$ cat src/sv/lmfs_pkg.sv
// shared types and constants of the led matrix frame serializer
`default_nettype none

package lmfs_pkg;

   localparam int ROW_COUNT   = 16;
   localparam int ROW_AW      = (ROW_COUNT > 1) ? $clog2(ROW_COUNT) : 1;
   localparam int WORD_W      = 16;
   localparam int FRAME_LEN   = ROW_COUNT + 3;
   localparam int REFRESH_LEN = 2 * FRAME_LEN;
   localparam int BLANK_LEN   = ROW_COUNT + 6;
   localparam int SEND_LEN    = 3;
   localparam int POS_W       = $clog2(REFRESH_LEN + 1);
   localparam int QUEUE_DEPTH = 2;
   localparam int QPTR_W      = (QUEUE_DEPTH > 1) ? $clog2(QUEUE_DEPTH) : 1;
   localparam int QCNT_W      = $clog2(QUEUE_DEPTH + 1);

   localparam logic [7:0] START_ADDR_RESET = 8'hC0;
   localparam logic [7:0] AUTO_INC_RESET   = 8'h40;

   localparam logic CSR_START_ADDR = 1'b0;
   localparam logic CSR_AUTO_INC   = 1'b1;

   typedef enum logic [2:0] {
      CMD_SET_PIXEL     = 3'd0,
      CMD_CLEAR_PIXEL   = 3'd1,
      CMD_CLEAR_STORE   = 3'd2,
      CMD_REFRESH       = 3'd3,
      CMD_CLEAR_DISPLAY = 3'd4,
      CMD_SEND_COMMAND  = 3'd5
   } cmd_type;

   typedef enum logic [1:0] {
      KIND_START = 2'd0,
      KIND_DATA  = 2'd1,
      KIND_END   = 2'd2
   } kind_type;

   typedef struct packed {
      cmd_type    op;
      logic [3:0] column;
      logic [3:0] bit_index;
      logic       link;
      logic [7:0] command_byte;
   } entry_type;

   typedef struct packed {
      logic [7:0] start_address;
      logic [7:0] auto_increment;
   } cfg_type;

   typedef struct packed {
      logic full;
      logic empty;
   } qstat_type;

endpackage

`default_nettype wire

$ cat src/sv/lmfs_ram.sv
// generic single write port ram with registered read
`default_nettype none

module lmfs_ram #(
   parameter int WIDTH = 16,
   parameter int DEPTH = 16,
   localparam int AW = (DEPTH > 1) ? $clog2(DEPTH) : 1
) (
   input  logic             clock,
   input  logic             wr_en,
   input  logic [AW-1:0]    wr_addr,
   input  logic [WIDTH-1:0] wr_data,
   input  logic [AW-1:0]    rd_addr,
   output logic [WIDTH-1:0] rd_data
);

   logic [WIDTH-1:0] mem_ff [DEPTH];
   logic [WIDTH-1:0] rd_data_ff;

   always_ff @(posedge clock) begin
      if (wr_en) begin
         mem_ff[wr_addr] <= wr_data;
      end
      rd_data_ff <= mem_ff[rd_addr];
   end

   assign rd_data = rd_data_ff;

endmodule

`default_nettype wire

$ cat src/sv/lmfs_front.sv
// command intake: handshake, filtering and configuration registers
`default_nettype none

module lmfs_front import lmfs_pkg::*; (
   input  logic       clock,
   input  logic       reset,
   input  logic       start,
   output logic       busy,
   input  logic [2:0] req_command,
   input  logic [3:0] req_column,
   input  logic [3:0] req_bit_index,
   input  logic       req_display_sel,
   input  logic [7:0] req_command_byte,
   input  logic       csr_valid,
   output logic       csr_ready,
   input  logic       csr_index,
   input  logic [7:0] csr_wdata,
   input  qstat_type  qstat,
   output logic       push,
   output entry_type  push_entry,
   output cfg_type    cfg
);

   logic       accept;
   logic       keep;
   logic [7:0] start_addr_ff;
   logic [7:0] start_addr_in;
   logic [7:0] auto_inc_ff;
   logic [7:0] auto_inc_in;

   assign busy   = qstat.full;
   assign accept = start && !qstat.full;

   always_comb begin
      case (req_command)
         CMD_SET_PIXEL, CMD_CLEAR_PIXEL: begin
            keep = ({1'b0, req_column} < 5'(ROW_COUNT));
         end
         CMD_CLEAR_STORE, CMD_REFRESH, CMD_CLEAR_DISPLAY, CMD_SEND_COMMAND: begin
            keep = 1'b1;
         end
         default: begin
            keep = 1'b0;
         end
      endcase
   end

   assign push                    = accept && keep;
   assign push_entry.op           = cmd_type'(req_command);
   assign push_entry.column       = req_column;
   assign push_entry.bit_index    = req_bit_index;
   assign push_entry.link         = req_display_sel;
   assign push_entry.command_byte = req_command_byte;

   assign csr_ready = 1'b1;

   always_comb begin
      start_addr_in = start_addr_ff;
      auto_inc_in   = auto_inc_ff;
      if (csr_valid) begin
         case (csr_index)
            CSR_START_ADDR: begin
               start_addr_in = csr_wdata;
            end
            CSR_AUTO_INC: begin
               auto_inc_in = csr_wdata;
            end
            default: begin
               start_addr_in = start_addr_ff;
            end
         endcase
      end
   end

   always_ff @(posedge clock) begin
      if (reset) begin
         start_addr_ff <= START_ADDR_RESET;
         auto_inc_ff   <= AUTO_INC_RESET;
      end else begin
         start_addr_ff <= start_addr_in;
         auto_inc_ff   <= auto_inc_in;
      end
   end

   assign cfg.start_address  = start_addr_ff;
   assign cfg.auto_increment = auto_inc_ff;

endmodule

`default_nettype wire

$ cat src/sv/lmfs_queue.sv
// short command queue between intake and sequencer
`default_nettype none

module lmfs_queue import lmfs_pkg::*; (
   input  logic      clock,
   input  logic      reset,
   input  logic      push,
   input  entry_type push_entry,
   input  logic      pop,
   output entry_type head,
   output qstat_type qstat
);

   entry_type         entry_ff [QUEUE_DEPTH];
   logic [QPTR_W-1:0] wr_ptr_ff;
   logic [QPTR_W-1:0] wr_ptr_in;
   logic [QPTR_W-1:0] rd_ptr_ff;
   logic [QPTR_W-1:0] rd_ptr_in;
   logic [QCNT_W-1:0] count_ff;
   logic [QCNT_W-1:0] count_in;
   logic              do_push;
   logic              do_pop;

   assign qstat.full  = (count_ff == QCNT_W'(QUEUE_DEPTH));
   assign qstat.empty = (count_ff == '0);
   assign do_push     = push && !qstat.full;
   assign do_pop      = pop && !qstat.empty;
   assign head        = entry_ff[rd_ptr_ff];

   always_comb begin
      wr_ptr_in = wr_ptr_ff;
      rd_ptr_in = rd_ptr_ff;
      count_in  = count_ff;
      if (do_push) begin
         wr_ptr_in = (wr_ptr_ff == QPTR_W'(QUEUE_DEPTH - 1)) ? '0 : wr_ptr_ff + QPTR_W'(1);
      end
      if (do_pop) begin
         rd_ptr_in = (rd_ptr_ff == QPTR_W'(QUEUE_DEPTH - 1)) ? '0 : rd_ptr_ff + QPTR_W'(1);
      end
      if (do_push && !do_pop) begin
         count_in = count_ff + QCNT_W'(1);
      end else if (do_pop && !do_push) begin
         count_in = count_ff - QCNT_W'(1);
      end
   end

   always_ff @(posedge clock) begin
      if (reset) begin
         wr_ptr_ff <= '0;
         rd_ptr_ff <= '0;
         count_ff  <= '0;
      end else begin
         wr_ptr_ff <= wr_ptr_in;
         rd_ptr_ff <= rd_ptr_in;
         count_ff  <= count_in;
      end
   end

   always_ff @(posedge clock) begin
      if (do_push) begin
         entry_ff[wr_ptr_ff] <= push_entry;
      end
   end

endmodule

`default_nettype wire

$ cat src/sv/lmfs_back.sv
// sequencer: pixel store updates and frame symbol generation
`default_nettype none

module lmfs_back import lmfs_pkg::*; (
   input  logic       clock,
   input  logic       reset,
   input  qstat_type  qstat,
   input  entry_type  head,
   output logic       pop,
   input  cfg_type    cfg,
   output logic       rsp_valid,
   output logic       rsp_link,
   output logic [1:0] rsp_symbol_kind,
   output logic [7:0] rsp_byte_value,
   output logic       rsp_last
);

   typedef enum logic [2:0] {
      ST_IDLE   = 3'b001,
      ST_MODIFY = 3'b010,
      ST_EMIT   = 3'b100
   } state_type;

   state_type            state_ff;
   state_type            state_in;
   entry_type            cur_ff;
   entry_type            cur_in;
   logic [POS_W-1:0]     pos_ff;
   logic [POS_W-1:0]     pos_in;
   logic [ROW_COUNT-1:0] row_valid_ff;
   logic [ROW_COUNT-1:0] row_valid_in;
   logic                 rd_valid_ff;
   logic [ROW_AW-1:0]    rd_addr;
   logic [WORD_W-1:0]    rd_data;
   logic [WORD_W-1:0]    word;
   logic [WORD_W-1:0]    mask;
   logic                 wr_en;
   logic [WORD_W-1:0]    wr_data;
   logic [POS_W-1:0]     frame_pos;
   logic                 sym_link;
   kind_type             sym_kind;
   logic [7:0]           sym_byte;
   logic                 sym_last;
   logic                 rsp_valid_ff;
   logic                 rsp_valid_in;
   logic                 rsp_link_ff;
   kind_type             rsp_kind_ff;
   logic [7:0]           rsp_byte_ff;
   logic                 rsp_last_ff;

   function automatic logic [ROW_AW-1:0] row_of(input logic [POS_W-1:0] pos);
      logic [POS_W-1:0] r;
      if (pos < POS_W'(FRAME_LEN)) begin
         r = pos - POS_W'(2);
         return r[ROW_AW-1:0];
      end
      r = pos - POS_W'(FRAME_LEN + 2);
      return ROW_AW'(ROW_COUNT - 1) - r[ROW_AW-1:0];
   endfunction

   function automatic logic [7:0] rev8(input logic [7:0] v);
      logic [7:0] r;
      for (int i = 0; i < 8; i++) begin
         r[i] = v[7 - i];
      end
      return r;
   endfunction

   lmfs_ram #(
      .WIDTH (WORD_W),
      .DEPTH (ROW_COUNT)
   ) u_ram (
      .clock   (clock),
      .wr_en   (wr_en),
      .wr_addr (cur_ff.column[ROW_AW-1:0]),
      .wr_data (wr_data),
      .rd_addr (rd_addr),
      .rd_data (rd_data)
   );

   assign word    = rd_valid_ff ? rd_data : '0;
   assign mask    = WORD_W'(1) << cur_ff.bit_index;
   assign wr_data = (cur_ff.op == CMD_SET_PIXEL) ? (word | mask) : (word & ~mask);

   // symbol for the current position of the active frame sequence
   always_comb begin
      sym_link  = cur_ff.link;
      sym_kind  = KIND_END;
      sym_byte  = '0;
      sym_last  = 1'b0;
      frame_pos = pos_ff;
      case (cur_ff.op)
         CMD_REFRESH: begin
            if (pos_ff < POS_W'(FRAME_LEN)) begin
               sym_link  = 1'b0;
               frame_pos = pos_ff;
            end else begin
               sym_link  = 1'b1;
               frame_pos = pos_ff - POS_W'(FRAME_LEN);
            end
            if (frame_pos == POS_W'(0)) begin
               sym_kind = KIND_START;
            end else if (frame_pos == POS_W'(1)) begin
               sym_kind = KIND_DATA;
               sym_byte = cfg.start_address;
            end else if (frame_pos == POS_W'(FRAME_LEN - 1)) begin
               sym_kind = KIND_END;
            end else begin
               sym_kind = KIND_DATA;
               sym_byte = sym_link ? rev8(word[15:8]) : word[7:0];
            end
            sym_last = (pos_ff == POS_W'(REFRESH_LEN - 1));
         end
         CMD_CLEAR_DISPLAY: begin
            if (pos_ff == POS_W'(0) || pos_ff == POS_W'(3)) begin
               sym_kind = KIND_START;
            end else if (pos_ff == POS_W'(1)) begin
               sym_kind = KIND_DATA;
               sym_byte = cfg.auto_increment;
            end else if (pos_ff == POS_W'(4)) begin
               sym_kind = KIND_DATA;
               sym_byte = cfg.start_address;
            end else if (pos_ff == POS_W'(2) || pos_ff == POS_W'(BLANK_LEN - 1)) begin
               sym_kind = KIND_END;
            end else begin
               sym_kind = KIND_DATA;
            end
            sym_last = (pos_ff == POS_W'(BLANK_LEN - 1));
         end
         default: begin
            if (pos_ff == POS_W'(0)) begin
               sym_kind = KIND_START;
            end else if (pos_ff == POS_W'(1)) begin
               sym_kind = KIND_DATA;
               sym_byte = cur_ff.command_byte;
            end else begin
               sym_kind = KIND_END;
            end
            sym_last = (pos_ff == POS_W'(SEND_LEN - 1));
         end
      endcase
   end

   always_comb begin
      state_in     = state_ff;
      cur_in       = cur_ff;
      pos_in       = pos_ff;
      row_valid_in = row_valid_ff;
      pop          = 1'b0;
      wr_en        = 1'b0;
      rsp_valid_in = 1'b0;
      rd_addr      = row_of(pos_ff + POS_W'(1));
      case (state_ff)
         ST_IDLE: begin
            if (!qstat.empty) begin
               pop     = 1'b1;
               cur_in  = head;
               pos_in  = '0;
               rd_addr = head.column[ROW_AW-1:0];
               case (head.op)
                  CMD_SET_PIXEL, CMD_CLEAR_PIXEL: begin
                     state_in = ST_MODIFY;
                  end
                  CMD_CLEAR_STORE: begin
                     row_valid_in = '0;
                  end
                  default: begin
                     state_in = ST_EMIT;
                  end
               endcase
            end
         end
         ST_MODIFY: begin
            wr_en = 1'b1;
            row_valid_in[cur_ff.column[ROW_AW-1:0]] = 1'b1;
            state_in = ST_IDLE;
         end
         ST_EMIT: begin
            rsp_valid_in = 1'b1;
            pos_in       = pos_ff + POS_W'(1);
            if (sym_last) begin
               state_in = ST_IDLE;
            end
         end
         default: begin
            state_in = ST_IDLE;
         end
      endcase
   end

   always_ff @(posedge clock) begin
      if (reset) begin
         state_ff     <= ST_IDLE;
         row_valid_ff <= '0;
         rsp_valid_ff <= 1'b0;
      end else begin
         state_ff     <= state_in;
         row_valid_ff <= row_valid_in;
         rsp_valid_ff <= rsp_valid_in;
      end
   end

   always_ff @(posedge clock) begin
      cur_ff      <= cur_in;
      pos_ff      <= pos_in;
      rd_valid_ff <= row_valid_ff[rd_addr];
      rsp_link_ff <= sym_link;
      rsp_kind_ff <= sym_kind;
      rsp_byte_ff <= sym_byte;
      rsp_last_ff <= sym_last;
   end

   assign rsp_valid       = rsp_valid_ff;
   assign rsp_link        = rsp_link_ff;
   assign rsp_symbol_kind = rsp_kind_ff;
   assign rsp_byte_value  = rsp_byte_ff;
   assign rsp_last        = rsp_last_ff;

endmodule

`default_nettype wire

$ cat src/sv/led_matrix_frame_serializer_top.sv
// top level of the led matrix frame serializer
//
// A command is taken when start is high and busy is low; a two-entry queue
// holds commands until the sequencer gets to them, and busy is high only
// while that queue is full. The sequencer handles one command at a time,
// taking each command from the queue in its idle state:
// - set or clear pixel reads then writes the row ram
// - clear store clears the per-row valid bits and emits no symbols
// - send command emits 3 symbols
// - clear display emits 22 symbols
// - refresh emits 38 symbols
// Symbols leave one per clock on the rsp_ ports. Each is marked by rsp_valid
// for exactly one cycle, with no way to hold it off. From an idle sequencer,
// a command passes the queue, the sequencer state and the output registers
// before its first symbol is on the ports. Refresh data comes from the
// single read port of the row ram. The pixel store is cleared at reset
// through per-row valid bits, so no clearing pass is needed.
`default_nettype none

module led_matrix_frame_serializer_top import lmfs_pkg::*; (
   input  logic       clock,
   input  logic       reset,
   input  logic       start,
   output logic       busy,
   input  logic [2:0] req_command,
   input  logic [3:0] req_column,
   input  logic [3:0] req_bit_index,
   input  logic       req_display_sel,
   input  logic [7:0] req_command_byte,
   output logic       rsp_valid,
   output logic       rsp_link,
   output logic [1:0] rsp_symbol_kind,
   output logic [7:0] rsp_byte_value,
   output logic       rsp_last,
   input  logic       csr_valid,
   output logic       csr_ready,
   input  logic       csr_index,
   input  logic [7:0] csr_wdata
);

   qstat_type qstat;
   logic      push;
   entry_type push_entry;
   logic      pop;
   entry_type head;
   cfg_type   cfg;

   lmfs_front u_front (
      .clock            (clock),
      .reset            (reset),
      .start            (start),
      .busy             (busy),
      .req_command      (req_command),
      .req_column       (req_column),
      .req_bit_index    (req_bit_index),
      .req_display_sel  (req_display_sel),
      .req_command_byte (req_command_byte),
      .csr_valid        (csr_valid),
      .csr_ready        (csr_ready),
      .csr_index        (csr_index),
      .csr_wdata        (csr_wdata),
      .qstat            (qstat),
      .push             (push),
      .push_entry       (push_entry),
      .cfg              (cfg)
   );

   lmfs_queue u_queue (
      .clock      (clock),
      .reset      (reset),
      .push       (push),
      .push_entry (push_entry),
      .pop        (pop),
      .head       (head),
      .qstat      (qstat)
   );

   lmfs_back u_back (
      .clock           (clock),
      .reset           (reset),
      .qstat           (qstat),
      .head            (head),
      .pop             (pop),
      .cfg             (cfg),
      .rsp_valid       (rsp_valid),
      .rsp_link        (rsp_link),
      .rsp_symbol_kind (rsp_symbol_kind),
      .rsp_byte_value  (rsp_byte_value),
      .rsp_last        (rsp_last)
   );

endmodule

`default_nettype wire

$ cat config.mk
export PLATFORM = sky130hd
export DESIGN_NAME = led_matrix_frame_serializer_top
export DESIGN_NICKNAME = d
export VERILOG_FILES = /design/src/sv/lmfs_pkg.sv /design/src/sv/lmfs_ram.sv /design/src/sv/lmfs_front.sv /design/src/sv/lmfs_queue.sv /design/src/sv/lmfs_back.sv /design/src/sv/led_matrix_frame_serializer_top.sv
export SDC_FILE = /design/constraint.sdc
export NUM_CORES = 1
export LEC_CHECK = 0
export BUFFER_PORTS_ARGS = -buffer_cell sky130_fd_sc_hd__buf_2
export CAP_MARGIN = 5
export CORE_AREA = 2 2 255 257
export DETAILED_ROUTE_END_ITERATION = 12
export DIE_AREA = 0 0 257 259
export GPL_ROUTABILITY_DRIVEN = 1
export PLACE_DENSITY = 0.42
export SLEW_MARGIN = 25
export SYNTH_ARGS = -nofsm -noshare
export SYNTH_HDL_FRONTEND = slang
export SYNTH_SLANG_ARGS = --single-unit
$ cat constraint.sdc
create_clock -name clock -period 4.75 [get_ports clock]
set_clock_uncertainty 0.1 [all_clocks]
set_input_delay 0.95 -clock clock [delete_from_list [all_inputs] [get_ports clock]]
set_output_delay 0.95 -clock clock [all_outputs]
set_load 0.01 [all_outputs]
# After elaboration in Yosys (flattened, before gate mapping)

Memory sizes are Yosys's and may differ from the RTL's. A register that Yosys moved wholly into a read port is not among the register bits.
Index checks and enable logic that the tools add are counted.

Equality and inequality tests: 25
$add $sub $neg: 9
Shifts and indexed selects: 1
Reduce and logical (&&, ||, !) cells: 30
Order comparisons: 5
Bitwise gates (word level): 6
Muxes and demuxes: 61

Operators by type and width:

| kind                   | number |
|---|---|
| $mux W8                | 9 |
| $mux W16               | 4 |
| $or A16 B16 Y16        | 2 |
| $pmux W16 S2           | 1 |
| $mux W2                | 11 |
| $mux W1                | 19 |
| $mux W6                | 3 |
| $and A16 B16 Y16       | 1 |
| $mux W4                | 4 |
| $not A16 Y16           | 1 |
| $pmux W8 S2            | 1 |
| $shl A1 B4 Y16 const A | 1 |
| $eq A3 B2 Y1 const B   | 5 |
| $eq A3 B3 Y1 const B   | 4 |
| $eq A6 B1 Y1 const B   | 2 |
| $eq A6 B2 Y1 const B   | 2 |
| $eq A6 B5 Y1 const B   | 2 |
| $logic_not A6 Y1       | 2 |
| $lt A6 B5 Y1 const B   | 2 |
| $pmux W3 S2            | 2 |
| $pmux W6 S2            | 1 |
| $lt A4 B5 Y1 const B   | 2 |
| $eq A3 B1 Y1 const B   | 3 |
| $logic_not A3 Y1       | 3 |
| 29 further kinds       | 50 |

Input port bits: 33
RAM bits: 296
Bits in registers: 79
Output and inout bits: 15
Memories: 2
Logic and storage cells: 158

Memories:

| name                | words | width | read ports | clocked after Yosys merged registers in | wr ports | RTL line         | RTL |
|---|---|---|---|---|---|---|---|
| u_back.u_ram.mem_ff | 16    | 16    | 1          | 1                                       | 1        | lmfs_ram.sv:17   | `logic [WIDTH-1:0] mem_ff [DEPTH];` |
| u_queue.entry_ff    | 2     | 20    | 1          | 1                                       | 1        | lmfs_queue.sv:14 | `entry_type entry_ff [QUEUE_DEPTH];` |

# Logic depth before layout (Yosys ltp)

Depth in word-level cells: 9
Mapped depth: 14
Depth with buffers taken out: 10

# Cells and area by module

A second synthesis with hierarchy kept.

Cells, all modules: 975
Area, all modules: 15,870.2 um2

Modules (own cells, without submodules):

| module     | area an instance (um2) | instances | seq. area each (um2) | cells an instance |
|---|---|---|---|---|
| lmfs_ram   | 10,042.1               | 1         | 8,007.7              | 432 |
| lmfs_back  | 3,330.7                | 1         | 1,441.4              | 368 |
| lmfs_queue | 1,654.1                | 1         | 1,301.2              | 87 |
| lmfs_front | 843.3                  | 1         | 320.3                | 88 |

# Least setup slack after synthesis

OpenSTA, ideal clock, no wires.

Path type: flip-flop to flip-flop
From: reg u_back.pos_ff[1]
To: reg u_back.u_ram.rd_data_ff[12] (netlist: u_back.u_ram.rd_data[12]) (read register of u_back.u_ram.mem_ff)
Path buffers: 4
Library setup time: 0.125 ns
Required time: 4.525 ns
Clock period less this slack: 2.881 ns
Slack: 1.869 ns
Data arrival time: 2.656 ns
Cell stages (with the launch flop): 15
Cell sequence: edfxtp_1 -> ha_1 -> buf_6 -> xnor2_1 -> inv_1 -> ha_1 -> and2_1 -> nand4_1 -> and3b_1 -> buf_6 -> buf_6 -> buf_6 -> mux4_2 -> nand3_1 -> nand4_1

Word-level cells in the longest chain between the ends: 6
Elaborated cells on any way between the ends: 10
Those cells by class: 4 x add/sub; 1 x order compare; 5 x mux

RTL lines:

| element                                     | RTL line         | RTL |
|---|---|---|
| start, declared                             | lmfs_back.sv:28  | `logic [POS_W-1:0] pos_ff;` |
| start signal, assigned                      | lmfs_back.sv:205 | `pos_ff <= pos_in;` |
| $add A6 B1 Y6 *                             | lmfs_back.sv:152 | `rd_addr = row_of(pos_ff + POS_W'(1));` |
| $sub A4 B3 Y4, or another cell as far along | lmfs_back.sv:57  | `r = pos - POS_W'(FRAME_LEN + 2);` |
| $sub A4 B4 Y4, or another cell as far along | lmfs_back.sv:58  | `return ROW_AW'(ROW_COUNT - 1) - r[ROW_AW-1:0];` |
| $mux W4 *                                   | lmfs_back.sv:57  |  |
| $mux W4                                     | lmfs_back.sv:155 | `if (!qstat.empty) begin` |
| $mux W4 *                                   | lmfs_back.sv:153 | `case (state_ff)` |
| end, declared                               | lmfs_ram.sv:18   | `logic [WIDTH-1:0] rd_data_ff;` |

Every way passes the cells marked *; elsewhere a longest branch is shown, timed or not. The select of a mux whose other input is x is not followed.
A chain may end at the register's enable or synchronous reset.

# Worst setup path after layout

From: reg u_back.pos_ff[0]
To: reg u_back.u_ram.rd_data_ff[7] (netlist: u_back.u_ram.rd_data[7]) (read register of u_back.u_ram.mem_ff)

The elaborated chain is that of the path after synthesis.

==> flow_summary.yaml <==
yosys:
  ys_seq_elements: 392
  yosysTopAreaCellShare_pct: 61.23
  ys_types: 62
  syn_nets: 1031
  synth-compound-area-share_pct: 5.744
  synth_edf_count: 322
  synthTopCellsByArea: "edfxtp_1 61%, dfxtp_1 8.9%, mux4_2 7.3%, mux4_1 2.8%, nand3_1 2.6%"
  ys_seq_area_share_pct: 70.10
  ys.flop_type: "edfxtp_1"
  synth_top_family_by_area: "multiplexers"
  synthArstFlopShare_pct: 0
  yosys_warnings: 0
  syn-cell-area_um2: 15790
  avgSynthCellArea_um2: 15.95
  synth_commonest_cells: "322 x edfxtp_1, 83 x nand3_1, 74 x nor2_1"
  yosys.area_share.simple_pct: 8.176
  syn_inst: 990
  synth_fa_ha_area_share_pct: 0.6338
  synth_top_area_cell: "edfxtp_1"
  synth.most_common_cell: "edfxtp_1"
  synth_mux_area_share_pct: 12.19
  synth_xor_area_share_pct: 0.7210
clock_network:
  cts_tree: "built"
  clk_latency_ps: 590
  htreeDepth: 2
  ctsHoldBuffers: 0
  cts_sinks: 392
  clk_pin_slew_ps: 60
  numCtsBuffers: 44
  clk_path_buf_depth: 3
  clockRootBuffer: "clkbuf_16"
  cts_setup_buffers: 0
  cts_resized: 0
sta:
  setup_viol: 0
  grt_setup_unrepaired: "false"
  final.period_utilization_pct: 80.27
  min_period_ps: 3813
  drv_slew: 0
  maxSlewHeadroom_pct: 36.96
  fmax_mhz: 262.3
  fin_setup_tns_ps: 0
  hold_violations: 0
  tightest_slew_ps: 942.4
outcome:
  status: "complete, no violations"
setup_path:
  end_kind: "register"
  rrSetupSlack_ps: 940
  r2r_end: "u_back.u_ram.rd_data[7]"
  cp.arrival_ps: 4220
  rr_worst_depth: 10
  crit_fanout: 34
  r2r-start: "u_back.pos_ff[0]"
  required_ps: 5160
  path_class: "reg2reg"
  startpoint_type: "register"
floorplanning:
  die_h_um: 259
  dieArea_um2: 66560
  row_count: 93
  core_um2: 63880
  start_util_pct: 24.72
  die_w_um: 257
  ios: 48
power:
  power_density_nw_per_um2: 678.9
  ir_worst_vdd_mv: 0.6726
  p_leak_nw: 5.981
global_routing:
  grt_pass1_wl_mm: 60.27
  grt_pass1_vias: 9049
  antenna_found_initial: 0
  grt_start_max_net_pins: 69
  grt_use_total_pct: 12.13
  grt_overflow: 0
min_path:
  hp-start: "u_front.auto_inc_ff[3]"
  hp-class: "reg2reg"
  hold_end: "u_front.auto_inc_ff[3]"
  holdPathStages: 2
final_layout:
  seqCellArea_um2: 11070
  final_util_pct: 29.34
  multi_input_area_um2: 4549
  final_net_count: 1091
  n_fill_cell: 6323
  fin_area_um2: 18740
  area_growth_pct: 18.67
  antenna_cells: 0
  layout-drive-gt1-share_pct: 23.04
route:
  vias_per_cell: 4.552
  vias: 8830
  wl_per_cell_um: 20.74
  detail-route-antenna-nets: 0
  dr.pass1.iters: 5
  drc_errors: 0
  wirelength_mm: 40.23
  first_iter_violations: 673
run:
  max_cap_violations: 0
placement:
  placed_area_um2: 17240
  dp_hpwl_mm: 23.51
  port_buffers: 46
  gp_congestion: 0.7505
per-layer routing:
metal	wire (um)	global-route usage (%)
met4	933	4.070
met2	19230	19.96
met3	1555	2.128
met5	0	0
met1	18520	16.20
cells by family (layout without fill, tap and decap cells):
group | count (synthesis) | after routing
and+or+nand+nor | 266 | 266
DFF | 392 | 392
adders and majority gates | 8 | 8
muxes | 98 | 98
xor gates and xnor gates | 13 | 13
AOI/OAI and AO/OA | 134 | 134
buffers and inverters | 78 | 173
other | 1 | 1
state kept, by name, summed over array words and instances (netlist names), 8 cells and up, named ones only:
signal and count:
u_back.u_ram.mem_ff 256, u_back.u_ram.rd_data 16, u_front.start_addr_ff 8, u_front.auto_inc_ff 8, u_back.cur_ff 20, u_queue.entry_ff 40, u_back.row_valid_ff 16, u_back.rsp_byte_value 8
metrics by stage:
stage	setup WS (ps)	hold WS, ps	power [mW]	std cells
floorplan	1869	328.4	7.884	990
global placement	956.3	342.3	9.382	1859
detailed placement	950.9	352.4	9.392	1859
CTS	904.4	361.3	12.95	1940
global route	586.7	386.6	13.44	1940
finish	937.2	362.0	12.72	1940
area by class of cell:
| class | instances | area share, % |
|---|---|---|
| timing repair buffer | 79 | 2.684 |
| multi-input combinational | 520 | 24.27 |
| inverter | 13 | 0.2604 |
| clock buffer | 71 | 7.310 |
| clock inverter | 10 | 0.6943 |
| sequential | 392 | 59.07 |
| tap | 855 | 5.708 |
worst max path at each step:
stage | startpoint | to
floorplan | u_back.pos_ff[1] | u_back.u_ram.rd_data[12]
global placement | u_back.pos_ff[0] | u_back.u_ram.rd_data[7]
detailed placement | u_back.pos_ff[0] | u_back.u_ram.rd_data[7]
CTS | u_back.pos_ff[0] | u_back.u_ram.rd_data[7]
global route | u_back.pos_ff[0] | u_back.u_ram.rd_data[7]
finish | u_back.pos_ff[0] | u_back.u_ram.rd_data[7]
layout by cell type, fill, tap and decap left out, types with 7 or more instances in the layout:
master	n
o211ai_1	10
a21oi_1	45
o21ai_0	15
o31ai_1	10
nand2_1	44
a22oi_1	11
nor2_1	62
mux2i_1	8
clkbuf_16	50
o221ai_1	8
nor2b_1	7
nor2_4	8
ha_1	8
nand4_1	20
mux4_2	51
nand2b_1	7
buf_4	31
mux2_2	21
dfxtp_1	70
xor2_1	7
edfxtp_1	322
nand3_1	83
mux4_1	17
buf_2	46
clkbuf_1	17
inv_1	13
critical path, cell delays in order (launching register included):
cell      delay (ps)
edfxtp_1         580
ha_1             410
xnor2_1          440
inv_1             90
ha_1             210
a211oi_1         260
a41oi_1          100
xor2_1           330
mux2_2           830
nand3_1          170
nand4_1          180
report_power, final:
group / switching (mW) / internal (mW) / leakage, nW / total [mW]
clock: 1.40 / 2.10 / 0.728 / 3.50
combinational: 2.92 / 1.90 / 1.86 / 4.82
sequential: 0.323 / 4.08 / 3.39 / 4.40
total: 4.65 / 8.08 / 5.98 / 12.7
(Power assumes the default switching activity.)
